<file path="src/hw/rtl/gpt_pkg.sv">
// types and constants of the gesture peak trigger detector
// no dependencies; used by gpt_cell, gpt_scan, the top level and the testbench
package gpt_pkg;

  localparam int unsigned AngleW   = 8;
  localparam int unsigned CfgW     = 8;
  localparam int unsigned CfgIdxW  = 2;

  // configuration register indexes
  localparam logic [CfgIdxW-1:0] REG_MIN_RISE  = 2'd0;
  localparam logic [CfgIdxW-1:0] REG_VERT_TOL  = 2'd1;
  localparam logic [CfgIdxW-1:0] REG_HORIZ_TOL = 2'd2;

  // register reset values
  localparam logic [CfgW-1:0] MIN_RISE_RST  = 8'd10;
  localparam logic [CfgW-1:0] VERT_TOL_RST  = 8'd5;
  localparam logic [CfgW-1:0] HORIZ_TOL_RST = 8'd5;

  // one aim sample
  typedef struct packed {
    logic [AngleW-1:0] v;
    logic [AngleW-1:0] h;
  } sample_t;

  // scan sequencer states
  typedef enum logic [1:0] {
    ST_IDLE,
    ST_SCAN,
    ST_EVAL
  } state_e;

  // status handed from the scan sequencer to the top level
  typedef struct packed {
    logic busy;
    logic rotate;
    logic done;
    logic hit;
  } scan_stat_t;

endpackage

</file>
<file path="src/hw/rtl/gpt_cell.sv">
// one window cell: holds a sample and takes its neighbor's on enable
// depends on gpt_pkg
module gpt_cell (
  input  logic             clk_i,
  input  logic             en_i,
  input  gpt_pkg::sample_t d_i,
  output gpt_pkg::sample_t q_o
);
  import gpt_pkg::*;

  sample_t smp_q;
  sample_t smp_d;

  // take the neighbor's sample when the chain moves
  always_comb begin
    smp_d = en_i ? d_i : smp_q;
  end

  always_ff @(posedge clk_i) begin
    smp_q <= smp_d;
  end

  assign q_o = smp_q;

endmodule

</file>
<file path="src/hw/rtl/gpt_scan.sv">
// scan sequencer: walks the rotating window, finds both flanks, checks tolerances
// depends on gpt_pkg
module gpt_scan #(
  parameter int unsigned WINDOW_LENGTH = 16
) (
  input  logic                      clk_i,
  input  logic                      rst_ni,
  input  logic                      start_i,
  input  logic [gpt_pkg::AngleW-1:0] peak_i,
  input  gpt_pkg::sample_t          head_i,
  input  logic [gpt_pkg::CfgW-1:0]  min_rise_i,
  input  logic [gpt_pkg::CfgW-1:0]  vert_tol_i,
  input  logic [gpt_pkg::CfgW-1:0]  horiz_tol_i,
  input  logic                      out_free_i,
  output gpt_pkg::scan_stat_t       stat_o
);
  import gpt_pkg::*;

  localparam int unsigned Half  = WINDOW_LENGTH / 2;
  localparam int unsigned StepW = $clog2(WINDOW_LENGTH);

  state_e             state_q, state_d;
  logic [StepW-1:0]   step_q, step_d;
  logic [AngleW-1:0]  peak_q, peak_d;
  logic               ok_q, ok_d;
  logic               lf_q, lf_d;
  logic               rf_q, rf_d;
  sample_t            left_q, left_d;
  sample_t            right_q, right_d;

  logic signed [AngleW+1:0] drop;
  logic                     is_flank;
  logic                     is_higher;
  logic signed [AngleW:0]   dv;
  logic signed [AngleW:0]   dh;
  logic [AngleW:0]          adv;
  logic [AngleW:0]          adh;
  logic                     pass;

  // flank tests on the sample at the head of the chain
  always_comb begin
    drop = {{2{peak_q[AngleW-1]}}, peak_q} - {{2{head_i.v[AngleW-1]}}, head_i.v};
    is_flank  = drop >= $signed({2'b00, min_rise_i});
    is_higher = $signed(head_i.v) > $signed(peak_q);
  end

  // tolerance check on the two flanks
  always_comb begin
    dv  = $signed({left_q.v[AngleW-1], left_q.v}) - $signed({right_q.v[AngleW-1], right_q.v});
    dh  = $signed({left_q.h[AngleW-1], left_q.h}) - $signed({right_q.h[AngleW-1], right_q.h});
    adv = dv[AngleW] ? (AngleW+1)'(-dv) : dv;
    adh = dh[AngleW] ? (AngleW+1)'(-dh) : dh;
    pass = ok_q && lf_q && rf_q
        && (adv <= {1'b0, vert_tol_i}) && (adh <= {1'b0, horiz_tol_i});
  end

  // sequencer next state and outputs
  always_comb begin
    state_d = state_q;
    step_d  = step_q;
    peak_d  = peak_q;
    ok_d    = ok_q;
    lf_d    = lf_q;
    rf_d    = rf_q;
    left_d  = left_q;
    right_d = right_q;
    stat_o  = '0;
    stat_o.busy = (state_q != ST_IDLE);
    unique case (state_q)
      ST_IDLE: begin
        if (start_i) begin
          state_d = ST_SCAN;
          step_d  = '0;
          peak_d  = peak_i;
          ok_d    = 1'b1;
          lf_d    = 1'b0;
          rf_d    = 1'b0;
        end
      end
      ST_SCAN: begin
        stat_o.rotate = 1'b1;
        if (step_q < StepW'(Half)) begin
          // left side, oldest toward the center
          if (ok_q && !lf_q) begin
            if (is_flank) begin
              lf_d   = 1'b1;
              left_d = head_i;
            end else if (is_higher) begin
              ok_d = 1'b0;
            end
          end
        end else if (step_q > StepW'(Half)) begin
          // right side, center toward the newest
          if (ok_q && !rf_q) begin
            if (is_flank) begin
              rf_d    = 1'b1;
              right_d = head_i;
            end else if (is_higher) begin
              ok_d = 1'b0;
            end
          end
        end
        if (step_q == StepW'(WINDOW_LENGTH - 1)) begin
          state_d = ST_EVAL;
        end else begin
          step_d = step_q + StepW'(1);
        end
      end
      ST_EVAL: begin
        if (out_free_i) begin
          stat_o.done = 1'b1;
          stat_o.hit  = pass;
          state_d     = ST_IDLE;
        end
      end
      default: begin
        state_d = ST_IDLE;
      end
    endcase
  end

  always_ff @(posedge clk_i or negedge rst_ni) begin
    if (!rst_ni) begin
      state_q <= ST_IDLE;
    end else begin
      state_q <= state_d;
    end
  end

  always_ff @(posedge clk_i) begin
    step_q  <= step_d;
    peak_q  <= peak_d;
    ok_q    <= ok_d;
    lf_q    <= lf_d;
    rf_q    <= rf_d;
    left_q  <= left_d;
    right_q <= right_d;
  end

endmodule

</file>
<file path="src/hw/rtl/gesture_peak_trigger_detector_top.sv">
// top level of the gesture peak trigger detector: window chain, fill count,
// handshakes and registers; depends on gpt_pkg, gpt_cell and gpt_scan
//
// Usage:
// - input channel (in_valid_i / in_stall_o) carries one aim sample per beat:
//   object_present_i, vertical_angle_i, horizontal_angle_i
// - output channel (out_valid_o / out_stall_i) carries one beat per input
//   beat with triggered_o, in input order
// - config port: cfg_we_i writes cfg_data_i into register cfg_idx_i
//   (0 min_rise, 1 vertical_tolerance, 2 horizontal_tolerance; others ignored)
// - an absent sample or a sample that only fills the window shows its result
//   in the cycle after acceptance
// - a sample that arrives with the window full goes through these steps to its
//   result: it shifts in at acceptance, the window chain rotates once past the
//   scan sequencer, then the flanks are checked
// - one item is in work at a time; the next beat is stalled until the rotation
//   of the cell chain and the flank check of an evaluating item are done
// - reset empties the window, loads register defaults, drops out_valid_o
// - while the output is stalled the result holds and new beats are stalled
module gesture_peak_trigger_detector_top #(
  parameter int unsigned WINDOW_LENGTH = 16
) (
  input  logic                        clk_i,
  input  logic                        rst_ni,
  input  logic                        in_valid_i,
  output logic                        in_stall_o,
  input  logic                        object_present_i,
  input  logic signed [7:0]           vertical_angle_i,
  input  logic signed [7:0]           horizontal_angle_i,
  output logic                        out_valid_o,
  input  logic                        out_stall_i,
  output logic                        triggered_o,
  input  logic                        cfg_we_i,
  input  logic [gpt_pkg::CfgIdxW-1:0] cfg_idx_i,
  input  logic [gpt_pkg::CfgW-1:0]    cfg_data_i
);
  import gpt_pkg::*;

  localparam int unsigned Half  = WINDOW_LENGTH / 2;
  localparam int unsigned FillW = $clog2(WINDOW_LENGTH + 1);

  logic [CfgW-1:0]  min_rise_q, vert_tol_q, horiz_tol_q;
  logic [FillW-1:0] fill_q, fill_d;
  logic             out_valid_q, out_valid_d;
  logic             trig_q, trig_d;

  logic       in_acc;
  logic       full;
  logic       out_free;
  logic       shift_en;
  logic       start;
  sample_t    new_smp;
  sample_t    tail_d;
  sample_t    cell_q [WINDOW_LENGTH];
  scan_stat_t stat;

  assign out_free   = !out_valid_q || !out_stall_i;
  assign in_stall_o = stat.busy || !out_free;
  assign in_acc     = in_valid_i && !in_stall_o;
  assign full       = (fill_q == FillW'(WINDOW_LENGTH));
  assign start      = in_acc && object_present_i && full;
  assign new_smp    = '{v: vertical_angle_i, h: horizontal_angle_i};

  // chain moves on a present sample or during the scan rotation
  assign shift_en = (in_acc && object_present_i) || stat.rotate;
  assign tail_d   = stat.rotate ? cell_q[0] : new_smp;

  // window chain, index 0 holds the oldest sample
  for (genvar k = 0; k < WINDOW_LENGTH; k++) begin : g_cell
    if (k == WINDOW_LENGTH - 1) begin : g_tail
      gpt_cell u_cell (
        .clk_i (clk_i),
        .en_i  (shift_en),
        .d_i   (tail_d),
        .q_o   (cell_q[k])
      );
    end else begin : g_body
      gpt_cell u_cell (
        .clk_i (clk_i),
        .en_i  (shift_en),
        .d_i   (cell_q[k+1]),
        .q_o   (cell_q[k])
      );
    end
  end

  // scan sequencer; the peak lands in the center once the new sample is in
  gpt_scan #(
    .WINDOW_LENGTH (WINDOW_LENGTH)
  ) u_scan (
    .clk_i       (clk_i),
    .rst_ni      (rst_ni),
    .start_i     (start),
    .peak_i      (cell_q[Half+1].v),
    .head_i      (cell_q[0]),
    .min_rise_i  (min_rise_q),
    .vert_tol_i  (vert_tol_q),
    .horiz_tol_i (horiz_tol_q),
    .out_free_i  (out_free),
    .stat_o      (stat)
  );

  // fill count and output register
  always_comb begin
    fill_d      = fill_q;
    out_valid_d = out_valid_q && out_stall_i;
    trig_d      = trig_q;
    if (in_acc) begin
      if (!object_present_i) begin
        fill_d      = '0;
        out_valid_d = 1'b1;
        trig_d      = 1'b0;
      end else if (!full) begin
        fill_d      = fill_q + FillW'(1);
        out_valid_d = 1'b1;
        trig_d      = 1'b0;
      end
    end
    if (stat.done) begin
      out_valid_d = 1'b1;
      trig_d      = stat.hit;
      if (stat.hit) begin
        fill_d = '0;
      end
    end
  end

  always_ff @(posedge clk_i or negedge rst_ni) begin
    if (!rst_ni) begin
      fill_q      <= '0;
      out_valid_q <= 1'b0;
    end else begin
      fill_q      <= fill_d;
      out_valid_q <= out_valid_d;
    end
  end

  always_ff @(posedge clk_i) begin
    trig_q <= trig_d;
  end

  // configuration registers
  always_ff @(posedge clk_i or negedge rst_ni) begin
    if (!rst_ni) begin
      min_rise_q  <= MIN_RISE_RST;
      vert_tol_q  <= VERT_TOL_RST;
      horiz_tol_q <= HORIZ_TOL_RST;
    end else if (cfg_we_i) begin
      unique case (cfg_idx_i)
        REG_MIN_RISE:  min_rise_q  <= cfg_data_i;
        REG_VERT_TOL:  vert_tol_q  <= cfg_data_i;
        REG_HORIZ_TOL: horiz_tol_q <= cfg_data_i;
        default: ;
      endcase
    end
  end

  assign out_valid_o = out_valid_q;
  assign triggered_o = trig_q;

endmodule

</file>
<file path="config.mk">
export PLATFORM = sky130hd
export DESIGN_NAME = gesture_peak_trigger_detector_top
export DESIGN_NICKNAME = d
export VERILOG_FILES = /design/src/hw/rtl/gpt_pkg.sv /design/src/hw/rtl/gpt_cell.sv /design/src/hw/rtl/gpt_scan.sv /design/src/hw/rtl/gesture_peak_trigger_detector_top.sv
export SDC_FILE = /design/constraint.sdc
export NUM_CORES = 1
export LEC_CHECK = 0
export ABC_AREA = 1
export ABC_CLOCK_PERIOD_IN_PS = 55500
export BUFFER_PORTS_ARGS = -buffer_cell sky130_fd_sc_hd__buf_2
export CAP_MARGIN = 20
export CORE_MARGIN = 2
export CORE_UTILIZATION = 43
export CTS_BUF_LIST = sky130_fd_sc_hd__clkbuf_4
export CTS_CLUSTER_SIZE = 40
export DETAILED_ROUTE_END_ITERATION = 7
export SYNTH_ARGS = -nofsm -noshare
export SYNTH_HDL_FRONTEND = slang
export SYNTH_HIERARCHICAL = 1
export SYNTH_SLANG_ARGS = --single-unit
</file>
<file path="constraint.sdc">
create_clock -name clk_i -period 55.5 [get_ports clk_i]
set_clock_uncertainty 0.2 [all_clocks]
set_input_delay 11.1 -clock clk_i [delete_from_list [all_inputs] [get_ports clk_i]]
set_output_delay 11.1 -clock clk_i [all_outputs]
set_load 0.02 [all_outputs]
</file>
Word level (Yosys, flattened, before mapping)
Index checks and enable logic that the tools add are counted.

cells by class
  $add $sub $neg = 7
  order comparisons = 6
  equality and inequality tests = 20
  multiplexer cells = 43
  bitwise operators = 1
  reduce and logical (&&, ||, !) cells = 36

operators by type and width
  cell                                                             number
  8-bit by 8-bit subtractor with 9-bit output                      3
  5-bit 2-to-1 mux                                                 5
  1-bit 2-to-1 mux                                                 23
  9-bit by 8-bit <= comparator with 1-bit output                   2
  9-bit 2-to-1 mux                                                 2
  9-bit negation                                                   2
  16-bit 2-to-1 mux                                                1
  5-bit AND reduction                                              3
  2-bit by 1-bit != test with 1-bit output, second input constant  6
  10-bit by 9-bit >= comparator with 1-bit output                  1
  1-bit logical AND                                                10
  2-bit 2-to-1 mux                                                 5
  2-bit AND reduction                                              5
  8-bit greater-than comparator                                    1
  4-bit 2-to-1 mux                                                 2
  2-bit != test, second input constant                             4
  4-bit case mux with 2 select lines                               1
  1-bit zero test                                                  6
  3-bit by 1-bit != test with 1-bit output, second input constant  2
  1-bit case mux with 2 select lines                               3
  2-bit case mux with 3 select lines                               1
  3-bit AND reduction                                              2
  6-bit AND reduction                                              1
  2-bit nonzero test                                               3
  14 further kinds                                                 19

word-level totals
  bits in registers = 336
  input port bits = 32
  output and inout port bits = 3
  logic and storage cells = 161

Depth between registers and ports, before layout
Gate-level depths: netlist of the first run.

  depth in word-level cells = 10
  gate-level depth with buffers = 29
  mapped depth without buffers = 29

Modules after synthesis
The synthesis of the first run kept the hierarchy.

modules (own cells, without submodules)
  module                             times used  cells each  area an instance (sq um)  sequential area each (sq um)
  gpt_cell                           16          16          480.5                     480.5
  gpt_scan                           1           494         3958.8                    1461.4
  gesture_peak_trigger_detector_top  1           197         1634.1                    788.3

Worst setup path before layout of the first run
OpenSTA, ideal clock, no wires.

  path kind = input to register
  start point = input port out_stall_i
  end point = register g_cell[0].g_body.u_cell.smp_q, in the netlist g_cell[0].g_body.u_cell/q_o[0], enable pin
  library setup time = 1227 ps
  data arrival time = 29170 ps
  required time = 54073 ps
  setup slack = 24903 ps
  stages on the path = 3
  buffers on the path = 0
  cells stage by stage = nand2_2 -> nand3_4 -> o21ai_0

on the way
  cells in the longest elaborated chain, start to end = 8

ends and longest elaborated chain
  element               line                                     text
  start, declared       gesture_peak_trigger_detector_top.sv:31  input logic out_stall_i,
  1-bit zero test       gesture_peak_trigger_detector_top.sv:57  assign out_free = !out_valid_q || !out_stall_i;
  1-bit logical OR      gesture_peak_trigger_detector_top.sv:57
  1-bit zero test       gesture_peak_trigger_detector_top.sv:58  assign in_stall_o = stat.busy || !out_free;
  1-bit logical OR      gesture_peak_trigger_detector_top.sv:58
  1-bit zero test       gesture_peak_trigger_detector_top.sv:59  assign in_acc = in_valid_i && !in_stall_o;
  1-bit logical AND     gesture_peak_trigger_detector_top.sv:59
  1-bit logical AND     gesture_peak_trigger_detector_top.sv:65  assign shift_en = (in_acc && object_present_i) || stat.rotate;
  1-bit logical OR      gesture_peak_trigger_detector_top.sv:65
  named net shift_en    gesture_peak_trigger_detector_top.sv:50  logic shift_en;
  end signal, assigned  gpt_cell.sv:20                           smp_q <= smp_d;
  end, declared         gpt_cell.sv:11                           sample_t smp_q;

The timed path passes the listed nets, and every way through them passes these cells.
A chain may end at the register's enable or synchronous reset.

Worst setup path after layout of the first run
  start point = input port out_stall_i
  end point = output port in_stall_o

on the way
  cells in the longest elaborated chain, start to end = 4

ends and longest elaborated chain
  element             line                                     text
  1-bit zero test     gesture_peak_trigger_detector_top.sv:57
  1-bit logical OR    gesture_peak_trigger_detector_top.sv:57
  named net out_free  gesture_peak_trigger_detector_top.sv:49  logic out_free;
  1-bit zero test     gesture_peak_trigger_detector_top.sv:58
  1-bit logical OR    gesture_peak_trigger_detector_top.sv:58
  end, declared       gesture_peak_trigger_detector_top.sv:26  output logic in_stall_o,

The timed path passes the listed nets, and every way through them passes these cells.

==> results of run 1 <==
[per-layer routing]
metal	share of wire, %	vias to the layer above
li1	-	3533
met4	1.9	0
met1	49	3287
met2	44	124
met3	5.4	34
met5	0	-
[flip-flops by register name, indices dropped and copies added, names as in the netlist]
register and cells:
g_cell.g_body.u_cell/q_o 240, g_cell.g_tail.u_cell/q_o 16, u_scan/left_q 16, u_scan/right_q 16
horiz_tol_q 8, min_rise_q 8, u_scan/peak_q 8, vert_tol_q 8
fill_q 5, u_scan/step_q 4, u_scan/state_q 2, out_valid_o 1
triggered_o 1, u_scan/lf_q 1, u_scan/ok_q 1, u_scan/rf_q 1
[layout make-up]
type | count | area (um^2) | share of cell area (%)
tap | 396 | 495 | 3.29
clock buffer | 115 | 863 | 5.73
multi-input combinational | 463 | 2770 | 18.4
timing repair buffer | 42 | 270 | 1.79
sequential | 336 | 9940 | 66.0
inverter | 140 | 528 | 3.50
antenna | 1 | 2.50 | 0.0166
clock inverter | 30 | 201 | 1.34
[power by group through the flow]
stage	clock network, W	registers, W	logic [W]
final	0.000202	0.000293	0.0000244
after global routing	0.000226	0.000295	0.0000286
after CTS	0.000212	0.000294	0.0000245
after detailed placement	0	0.000299	0.0000244
after global placement	0	0.000298	0.0000235
after floorplan	0	0.000304	0.0000181
[logic make-up after synthesis]
| group | synth area share (%) |
|---|---|
| xor gates and xnor gates | 1.52 |
| and+or+nand+nor | 10.6 |
| AOI/OAI and AO/OA | 2.96 |
| DFF | 74.8 |
| buffers and inverters | 4.48 |
| adders and majority gates | 5.63 |
[critical path, cell delays in order]
cell and delay, ns:
buf_2 0.10, nand2_2 0.11, nand2_1 0.06, buf_2 0.15
[metrics by stage]
stage                     cells  total power [W]
after floorplan             947         0.000322
after global placement     1375         0.000322
after detailed placement   1375         0.000323
after CTS                  1520         0.000530
after global routing       1523         0.000549
final                      1523         0.000520
[synth_stat cells]
cell      instances  share of area, %
buf_6             4              0.34
o21ai_2          14              0.92
a21o_1            1             0.057
xnor2_1           6              0.40
nand4_2           1             0.094
inv_1           136               3.8
nand3b_2          1             0.085
o221ai_1          1             0.066
ha_1             55               5.2
fa_1              3              0.45
nand3_4           2              0.26
a21oi_1          27               1.0
inv_2             3             0.085
nand3b_1          4              0.23
xor2_2            1              0.12
nor2_4            1             0.085
buf_2             3              0.11
buf_4             1             0.057
dfrtp_1          26               4.9
o21a_1            1             0.057
edfxtp_1        304                69
dfstp_2           6               1.2
or2_1             1             0.047
a21boi_1          1             0.057
nand2_4           1             0.085
xor2_1           12              0.79
nor2_1           30              0.85
o21bai_1          1             0.057
nor3_1            9              0.34
nand2_1         207               5.9
nand4_1          12              0.57
nor2_2            5              0.24
nand3_1          35               1.3
nand2_2          10              0.47
and3b_1           1             0.066
inv_4             1             0.047
o21ai_1           5              0.19
o22ai_1           1             0.047
o21ai_0          13              0.49
xor2_4            1              0.21
[final timing paths]
kind / depth (start not counted) / end
max in group asynchronous: 1 / horiz_tol_q[1]
min in group asynchronous: 1 / vert_tol_q[4]
min reg2reg: 0 / g_cell[1].g_body.u_cell/q_o[7]
max: 4 / in_stall_o
min: 0 / g_cell[1].g_body.u_cell/q_o[7]
max reg2reg: 9 / g_cell[1].g_body.u_cell/q_o[0]
[layout by cell type (no fill, tap or decap), types with 2 or more instances in the layout]
cell        Yosys  routed
inv_2           3       3
nor3_1          9       7
o21ai_1         5       5
nor3_2          0       2
clkinv_1        0      16
o21ai_0        13      12
clkbuf_4        0     115
xnor2_1         6       6
fa_1            3       3
nand2_1       207     207
buf_4           1       6
nand2_2        10      10
buf_16          0       2
clkinv_2        0       6
nor2_1         30      30
nand4_1        12      12
o21ai_2        14      14
ha_1           55      55
bufinv_16       0       2
inv_1         136     136
nand3_4         2       2
dfstp_2         6       6
xor2_1         12      12
nor2_2          5       5
clkinvlp_4      0       3
a21oi_1        27      27
nand3_1        35      35
buf_2           3      34
dfrtp_1        26      26
edfxtp_1      304     304
nand3b_1        4       4
==> impl_metrics.tcl, run 1 <==
set metrics [dict create \
    finalWorstSetupSlack_ns 32.68 \
    setup_viol 0 \
    nets 1159 \
    yosysSeqAreaShare_pct 74.8 \
    status "finished, final reports clean" \
    report.final.slew_viol_count 0 \
    cts_num_sinks 336 \
    reg2reg_from "u_scan/state_q[1]" \
    initial_core_util_pct 43.5 \
    cts_buffers 86 \
    clk_latency_ns 0.70 \
    post-route-min-period_ns 22.82 \
    io_pins 35 \
    drc_errors 0 \
    cp-end-kind "output pin" \
    track_usage_pct 13.0 \
    vias_per_cell 4.58 \
    drtIter0Drc 471 \
    hold_start "g_cell[2].g_body.u_cell/q_o[7]" \
    drive_gt1_share_pct 19.6 \
    criticalPathCategory "in2out" \
    cts_tree "built" \
    fill_cells 2639 \
    ys_ff_latch 336 \
    grt_pass1_vias 7095 \
    min_path_type "reg2reg" \
    dieArea_um2 32300 \
    p_comb_share_pct 4.7 \
    cp_max_fo 5 \
    worstSetupStartpoint "out_stall_i" \
    ir_drop_v 0.0000168 \
    top_usage_layer "met2" \
    rows 64 \
    leakage_nw 6.12 \
    dr.pass1.iters 5 \
    syn_avg_cell_area_um2 14.0 \
    use_met2_pct 18.9 \
    path_clk_slew_ns 0.06 \
    grt_pass1_wl_mm 33.5 \
    grt_remaining_overflow 0 \
    cts_buffer_depth 3 \
    netlist_area_um2 13300 \
    holdBufCountCts 0 \
    synth_fp_nets 1037 \
    yosysWarnings 6 \
    core_area_um2 30500 \
    antenna_found_initial 1 \
    gp_congestion 0.794 \
    synth_cell_type_count 40 \
    fin_area_um2 15100 \
    drt_wl_total_mm 20.3 \
    areaGrowthSynthToFinish_pct 13.5 \
    seq_power_share_pct 56.5 \
    maxSlewHeadroom_pct 41.9 \
    htreeDepth 3 \
    powerDensity_nw_per_um2 34.5 \
    max_cap_violations 0 \
    dieHeight_um 180 \
    die_x_um 180 \
    ctsResizeCount 0 \
    postRouteAntennaNets 0 \
    grt_util_met1_pct 18.0 \
    dpl-instance-area_um2 13900 \
    cp-start-kind "primary input" \
    crit_required_ns 44.20 \
    grt_start_max_net_pins 97 \
    hold_viol_final 0 \
    fin_crit_sh_pct 41.1 \
    cts_setup_buffers 0 \
    fmax_mhz 43.8 \
    synth_cells 947 \
    dr_total_vias 6978 \
    post-route-util_pct 49.4 \
    rsz0062_at_grt "false" \
    tns_ns 0 \
    whs_ns 0.191 \
    root_buffer "clkbuf_4" \
    portBuffers 34 \
    internal-power_w 0.000403 \
    wire_per_inst_um 13.3 \
    r2r_slack_ns 51.43 \
    p_clk_share_pct 38.8 \
    pre_cts_slack_ns 32.68 \
    max_slew.worst_pin.slew_ns 0.872 \
    power_switching_w 0.000116 \
    swShare_pct 22.3 \
    groute.layer.met3.usage_pct 4.07 \
    worstPathArrival_ns 11.52 \
    dp_hpwl_mm 12.9 \
]
No activity file was read; power rests on OpenSTA's default activity.
==> inputs of run 2 (changes only) <==
--- a/config.mk
+++ b/config.mk
@@ -6,7 +6,7 @@
 export NUM_CORES = 1
 export LEC_CHECK = 0
 export ABC_AREA = 1
-export ABC_CLOCK_PERIOD_IN_PS = 55500
+export ABC_CLOCK_PERIOD_IN_PS = 21200
 export BUFFER_PORTS_ARGS = -buffer_cell sky130_fd_sc_hd__buf_2
 export CAP_MARGIN = 20
 export CORE_MARGIN = 2
==> constraint.sdc (replaced) <==
create_clock -name clk_i -period 21.2 [get_ports clk_i]
set_clock_uncertainty 0.2 [all_clocks]
set_input_delay 4.24 -clock clk_i [delete_from_list [all_inputs] [get_ports clk_i]]
set_output_delay 4.24 -clock clk_i [all_outputs]
set_load 0.02 [all_outputs]
==> run 2 against run 1 <==
  * Cell area down 0.11%
  * Die area did not move
  * Via count up 0.26%
  * Total power rose to 2.6 times the previous value
  * Sequential share of layout area increased by 0.071 points
  * Combinational power rose to 2.6 times the previous value
  * Sequential power grew to 2.6 times the previous value
  * Hold slack got worse by 0.0046 ns
  * Routed wire length is 1.4% higher
==> impl_metrics.tcl, run 2 (synthesis results as in run 1) <==
set metrics [dict create \
    whs_ns 0.186 \
    drc_errors 0 \
    status "finished, final reports clean" \
    ctsResizeCount 0 \
    rows 64 \
    dr_total_vias 6996 \
    cts_setup_buffers 0 \
    root_buffer "clkbuf_4" \
    finalWorstSetupSlack_ns 12.09 \
    critPathMaxStageDelay_ns 0.16 \
    core_area_um2 30500 \
    tns_ns 0 \
    cts_num_sinks 336 \
    cp_max_fo 5 \
    dr.pass1.iters 5 \
    rr_endpoint "g_cell[10].g_body.u_cell/q_o[2]" \
    dieArea_um2 32300 \
    areaGrowthSynthToFinish_pct 13.3 \
    htreeDepth 3 \
    clk_latency_ns 0.69 \
    drtIter0Drc 407 \
    track_usage_pct 12.9 \
    wl_met2_mm 8.94 \
    vias_per_cell 4.58 \
    pre_cts_slack_ns 12.08 \
    grt_pass1_vias 6945 \
    cts_buffers 86 \
    min_to "g_cell[12].g_body.u_cell/q_o[7]" \
    initial_core_util_pct 43.5 \
    die_x_um 180 \
    rr_worst_depth 8 \
    portBuffers 34 \
    criticalPathCategory "in2out" \
    max_slew.worst_pin.slew_ns 1.05 \
    r2r_slack_ns 16.77 \
    antenna_found_initial 1 \
    post-route-min-period_ns 9.11 \
    reg2reg_from "u_scan/state_q[1]" \
    io_pins 35 \
    drive_gt1_share_pct 20.3 \
    holdBufCountCts 0 \
    mostFrequentLayoutCell "edfxtp_1" \
    wire_per_inst_um 13.4 \
    powerDensity_nw_per_um2 90.6 \
    path_clk_slew_ns 0.06 \
    gp_congestion 0.782 \
    max_cap_violations 0 \
    cts_buffer_depth 3 \
    cp-start-kind "primary input" \
    largest_reg_flops 240 \
    setup_viol 0 \
    fin_crit_sh_pct 43.0 \
    hold_start "g_cell[13].g_body.u_cell/q_o[7]" \
    place_inst 1375 \
    cts_tree "built" \
    fin_cells 1527 \
    report.final.slew_viol_count 0 \
    ir_drop_v 0.0000350 \
    min_path_type "reg2reg" \
    dp_hpwl_mm 12.9 \
    cp_slowest_cell "buf_2" \
    leakage_nw 6.12 \
    topRoutingLayerUsed "met4" \
    nets 1158 \
    worstSetupStartpoint "out_stall_i" \
    grt_start_max_net_pins 97 \
    postRouteAntennaNets 0 \
    maxSlewHeadroom_pct 30.2 \
    cp-end-kind "output pin" \
    layout_common_cells "edfxtp_1 (304), nand2_1 (207), inv_1 (136)" \
    hold_viol_final 0 \
    grt_pass1_wl_mm 33.5 \
    wl_met3_mm 1.01 \
    dieHeight_um 180 \
    grt_remaining_overflow 0 \
    finalPower_w 0.00136 \
    rsz0062_at_grt "false" \
    wl_met1_mm 10.3 \
    worstPathArrival_ns 4.67 \
    cp_common_cell "buf_2" \
    crit_required_ns 16.76 \
    hold_path_depth 0 \
    crit_chain "buf_2 -> nand2_2 -> nand2_1 -> buf_2" \
    fmax_mhz 110 \
    drt_wl_total_mm 20.5 \
]
[run 2: worst max-delay path: cells and delay by family]
kind                   cells  cell delay (ns)
AND/OR/NAND/NOR            2             0.18
buffers and inverters      2             0.26
[run 2: stage by stage]
step,util (%),area [um^2]
global placement,45.7,13900
finish,49.3,15100
global route,49.3,15100
CTS,49.2,15000
detailed placement,45.7,13900
floorplan,-,13300
[run 2: how the worst max path moves through the flow]
stage,depth (start not counted),to
after global placement,4,in_stall_o
final,4,in_stall_o
after floorplan,3,g_cell[0].g_body.u_cell/q_o[0]
after global routing,4,in_stall_o
after detailed placement,4,in_stall_o
after CTS,4,in_stall_o
[run 2: power breakdown]
| group | internal (W) | leakage, nW | switching [W] | total [W] |
|---|---|---|---|---|
| logic | 0.0000223 | 2.28 | 0.0000405 | 0.0000629 |
| clock network | 0.000277 | 0.642 | 0.000256 | 0.000533 |
| registers | 0.000755 | 3.20 | 0.0000136 | 0.000768 |
[run 2: area by class of cell]
| type | instances | area [um^2] |
|---|---|---|
| timing repair buffer | 41 | 243 |
| antenna | 1 | 2.50 |
| inverter | 140 | 528 |
| tap | 396 | 495 |
| clock buffer | 127 | 953 |
| multi-input combinational | 463 | 2770 |
| fill | 2654 | 15500 |
| sequential | 336 | 9940 |
| clock inverter | 23 | 123 |
[run 2: layer usage]
| metal | vias to the layer above | GRT usage (%) |
|---|---|---|
| li1 | 3545 | - |
| met1 | 3303 | 18.6 |
| met2 | 123 | 18.3 |
| met3 | 25 | 4.11 |
| met4 | 0 | 4.72 |
| met5 | - | 0 |
==> inputs of run 3 (changes only) <==
--- a/config.mk
+++ b/config.mk
@@ -5,8 +5,8 @@
 export SDC_FILE = /design/constraint.sdc
 export NUM_CORES = 1
 export LEC_CHECK = 0
-export ABC_AREA = 1
-export ABC_CLOCK_PERIOD_IN_PS = 21200
+export ABC_AREA = 0
+export ABC_CLOCK_PERIOD_IN_PS = 7490
 export BUFFER_PORTS_ARGS = -buffer_cell sky130_fd_sc_hd__buf_2
 export CAP_MARGIN = 20
 export CORE_MARGIN = 2
==> constraint.sdc (replaced) <==
create_clock -name clk_i -period 7.49 [get_ports clk_i]
set_clock_uncertainty 0.2 [all_clocks]
set_input_delay 1.498 -clock clk_i [delete_from_list [all_inputs] [get_ports clk_i]]
set_output_delay 1.498 -clock clk_i [all_outputs]
set_load 0.02 [all_outputs]
==> run 3 against run 2 <==
  * Register-to-register slack worse by 14 ns
  * Die area is 1.7% lower
  * Total power grew to 2.9 times the previous value
  * Synthesized cell count is 20% lower
  * Critical endpoint is now fill_q[0]
  * Utilization is 0.51 points higher
==> impl_metrics.tcl, run 3 <==
set metrics [dict create \
    cp_slowest_cell "fa_1" \
    yosysMostFrequentCell "edfxtp_1" \
    setup_viol 0 \
    drive_gt1_share_pct 24.5 \
    max_slew.worst_pin.slew_ns 1.03 \
    htreeDepth 3 \
    die_x_um 178 \
    initial_core_util_pct 43.9 \
    status "finished, final reports clean" \
    path_clk_slew_ns 0.06 \
    ys_async_sr_fraction_pct 9.52 \
    root_buffer "clkbuf_4" \
    cts_num_sinks 336 \
    synth_common_cells "edfxtp_1 (304), inv_1 (68), ha_1 (55)" \
    cts_tree "built" \
    yosysWarnings 6 \
    report.final.slew_viol_count 0 \
    min_path_type "reg2reg" \
    cp-end-kind "flop" \
    netlist_area_um2 13000 \
    r2r_slack_ns 3.09 \
    ys_ff_latch 336 \
    dr_total_vias 6438 \
    powerDensity_nw_per_um2 263 \
    crit_required_ns 7.86 \
    rsz0062_at_grt "false" \
    use_met2_pct 19.2 \
    max_cap_violations 0 \
    cp-start-kind "flop" \
    worstPathArrival_ns 4.77 \
    cp_common_cell "inv_1" \
    rows 63 \
    gp_congestion 0.765 \
    worst-path-buf-inv 4 \
    synth_adder_area_share_pct 5.74 \
    fmax_mhz 227 \
    synth_compound_area_share_pct 5.10 \
    largest_reg_flops 240 \
    yosysTopAreaCell "edfxtp_1" \
    multi_input_area_um2 2810 \
    core_area_um2 29700 \
    cts_setup_buffers 0 \
    synthMuxAreaShare_pct 3.62 \
    grt_remaining_overflow 0 \
    seqCellArea_um2 9940 \
    dieArea_um2 31700 \
    fill_cells 2457 \
    mostFrequentLayoutCell "edfxtp_1" \
    layout_common_cells "edfxtp_1 (304), clkbuf_4 (118), inv_1 (68)" \
    vias_per_cell 4.84 \
    grt_pass1_vias 6424 \
    synth_ff_type "edfxtp_1" \
    tns_ns 0 \
    maxSlewHeadroom_pct 31.5 \
    leakage_nw 5.48 \
    wire_per_inst_um 15.0 \
    track_usage_pct 13.1 \
    yosys-top-cells-area "edfxtp_1 (70%), ha_1 (5.3%), dfrtp_1 (5.0%), mux2_2 (3.5%), inv_1 (2.0%)" \
    yosysSeqAreaShare_pct 76.2 \
    fin_crit_sh_pct 58.7 \
    critPathMaxStageDelay_ns 0.44 \
    crit_family "compound AO/OA/AOI/OAI gates" \
    post-route-util_pct 49.8 \
    synthSimpleGateAreaFrac_pct 5.02 \
    criticalPathCategory "reg2reg" \
    ctsResizeCount 0 \
    holdBufCountCts 0 \
    grt_pass1_wl_mm 31.9 \
    cts_buffers 87 \
    dieHeight_um 178 \
    synth_cell_type_count 67 \
    synth_top_cell_area_share_pct 70.0 \
    grt_start_max_net_pins 195 \
    drc_errors 0 \
    areaGrowthSynthToFinish_pct 13.6 \
    dr.pass1.iters 6 \
    cp_max_fo 6 \
    post-route-min-period_ns 4.40 \
    groute.layer.met3.usage_pct 4.35 \
    drtIter0Drc 434 \
    dp_hpwl_mm 12.4 \
    io_pins 35 \
    cts_buffer_depth 3 \
    synth_cells 759 \
    synth_fp_nets 849 \
    postRouteAntennaNets 0 \
    finalPower_w 0.00389 \
    syn_avg_cell_area_um2 17.2 \
    antenna_found_initial 1 \
    drt_wl_total_mm 20.0 \
    clk_latency_ns 0.72 \
    synth_xor_area_share_pct 2.01 \
    ir_drop_v 0.0000986 \
    hold_viol_final 0 \
    top_usage_layer "met2" \
    crit_chain "inv_1 -> ha_1 -> inv_1 -> fa_1 -> inv_1 -> ha_1 -> nand4b_1 -> or4_1 -> o211ai_1 -> a31oi_1 -> xnor2_1 -> ha_1 -> a211oi_1 -> o21ai_0 -> o21ai_0 -> o2111ai_1 -> nor3_1 -> nand2_1 -> inv_1 -> nor2_1 -> o2bb2ai_1" \
    nets 967 \
    portBuffers 34 \
    grt_util_met1_pct 18.1 \
    synth_edf_count 304 \
    synth_top_family_by_area "adder cells" \
]
==> run 3: logic make-up after synthesis <==
kind of cell,count (synthesis)
multiplexers,42
XOR/XNOR,30
AND/OR/NAND/NOR,121
buffers and inverters,77
adder cells (fa/ha/maj),58
AO/OA/AOI/OAI,95
flip-flops,336
==> run 3: final cells by class <==
class	instances	area share, %
Clock buffer	118	5.98
Timing Repair Buffer	38	1.44
Clock inverter	34	1.50
Tap cell	390	3.29
Antenna cell	1	0.0169
Sequential cell	336	67.1
Inverter	68	1.72
Multi-Input combinational cell	346	19.0
==> run 3: final timing paths <==
check / endpoint / depth (start not counted) / from
worst min register to register: g_cell[4].g_body.u_cell/q_o[0] / 0 / g_cell[5].g_body.u_cell/q_o[0]
worst min-delay path: g_cell[4].g_body.u_cell/q_o[0] / 0 / g_cell[5].g_body.u_cell/q_o[0]
min in group asynchronous: fill_q[3] / 1 / rst_ni
max in group asynchronous: min_rise_q[7] / 1 / rst_ni
worst max register to register: fill_q[0] / 21 / u_scan/left_q[0]
worst max-delay path: fill_q[0] / 21 / u_scan/left_q[0]
==> run 3: stage by stage <==
step                instance area, um^2  cells  hold slack, ns  worst slack [ns]
detailed placement                13700   1178           0.205              3.03
global placement                  13700   1178           0.200              3.11
floorplan                         13000    759           0.200              1.78
global route                      14800   1331           0.187              2.57
CTS                               14800   1330           0.171              3.02
finish                            14800   1331           0.189              3.09
==> run 3: metal layers <==
layer | vias up | share of wire [%] | wire length, um
li1 | 3153 | - | -
met1 | 3119 | 49 | 9860
met2 | 135 | 44 | 8770
met3 | 31 | 5.0 | 1010
met4 | 0 | 1.8 | 351
met5 | - | 0 | 0
==> run 3: power by group <==
part	leakage (nW)	internal, W	switching, W
logic	1.66	0.0000756	0.000103
registers	3.18	0.00214	0.0000366
clock network	0.643	0.000811	0.000726
total	5.48	0.00303	0.000866
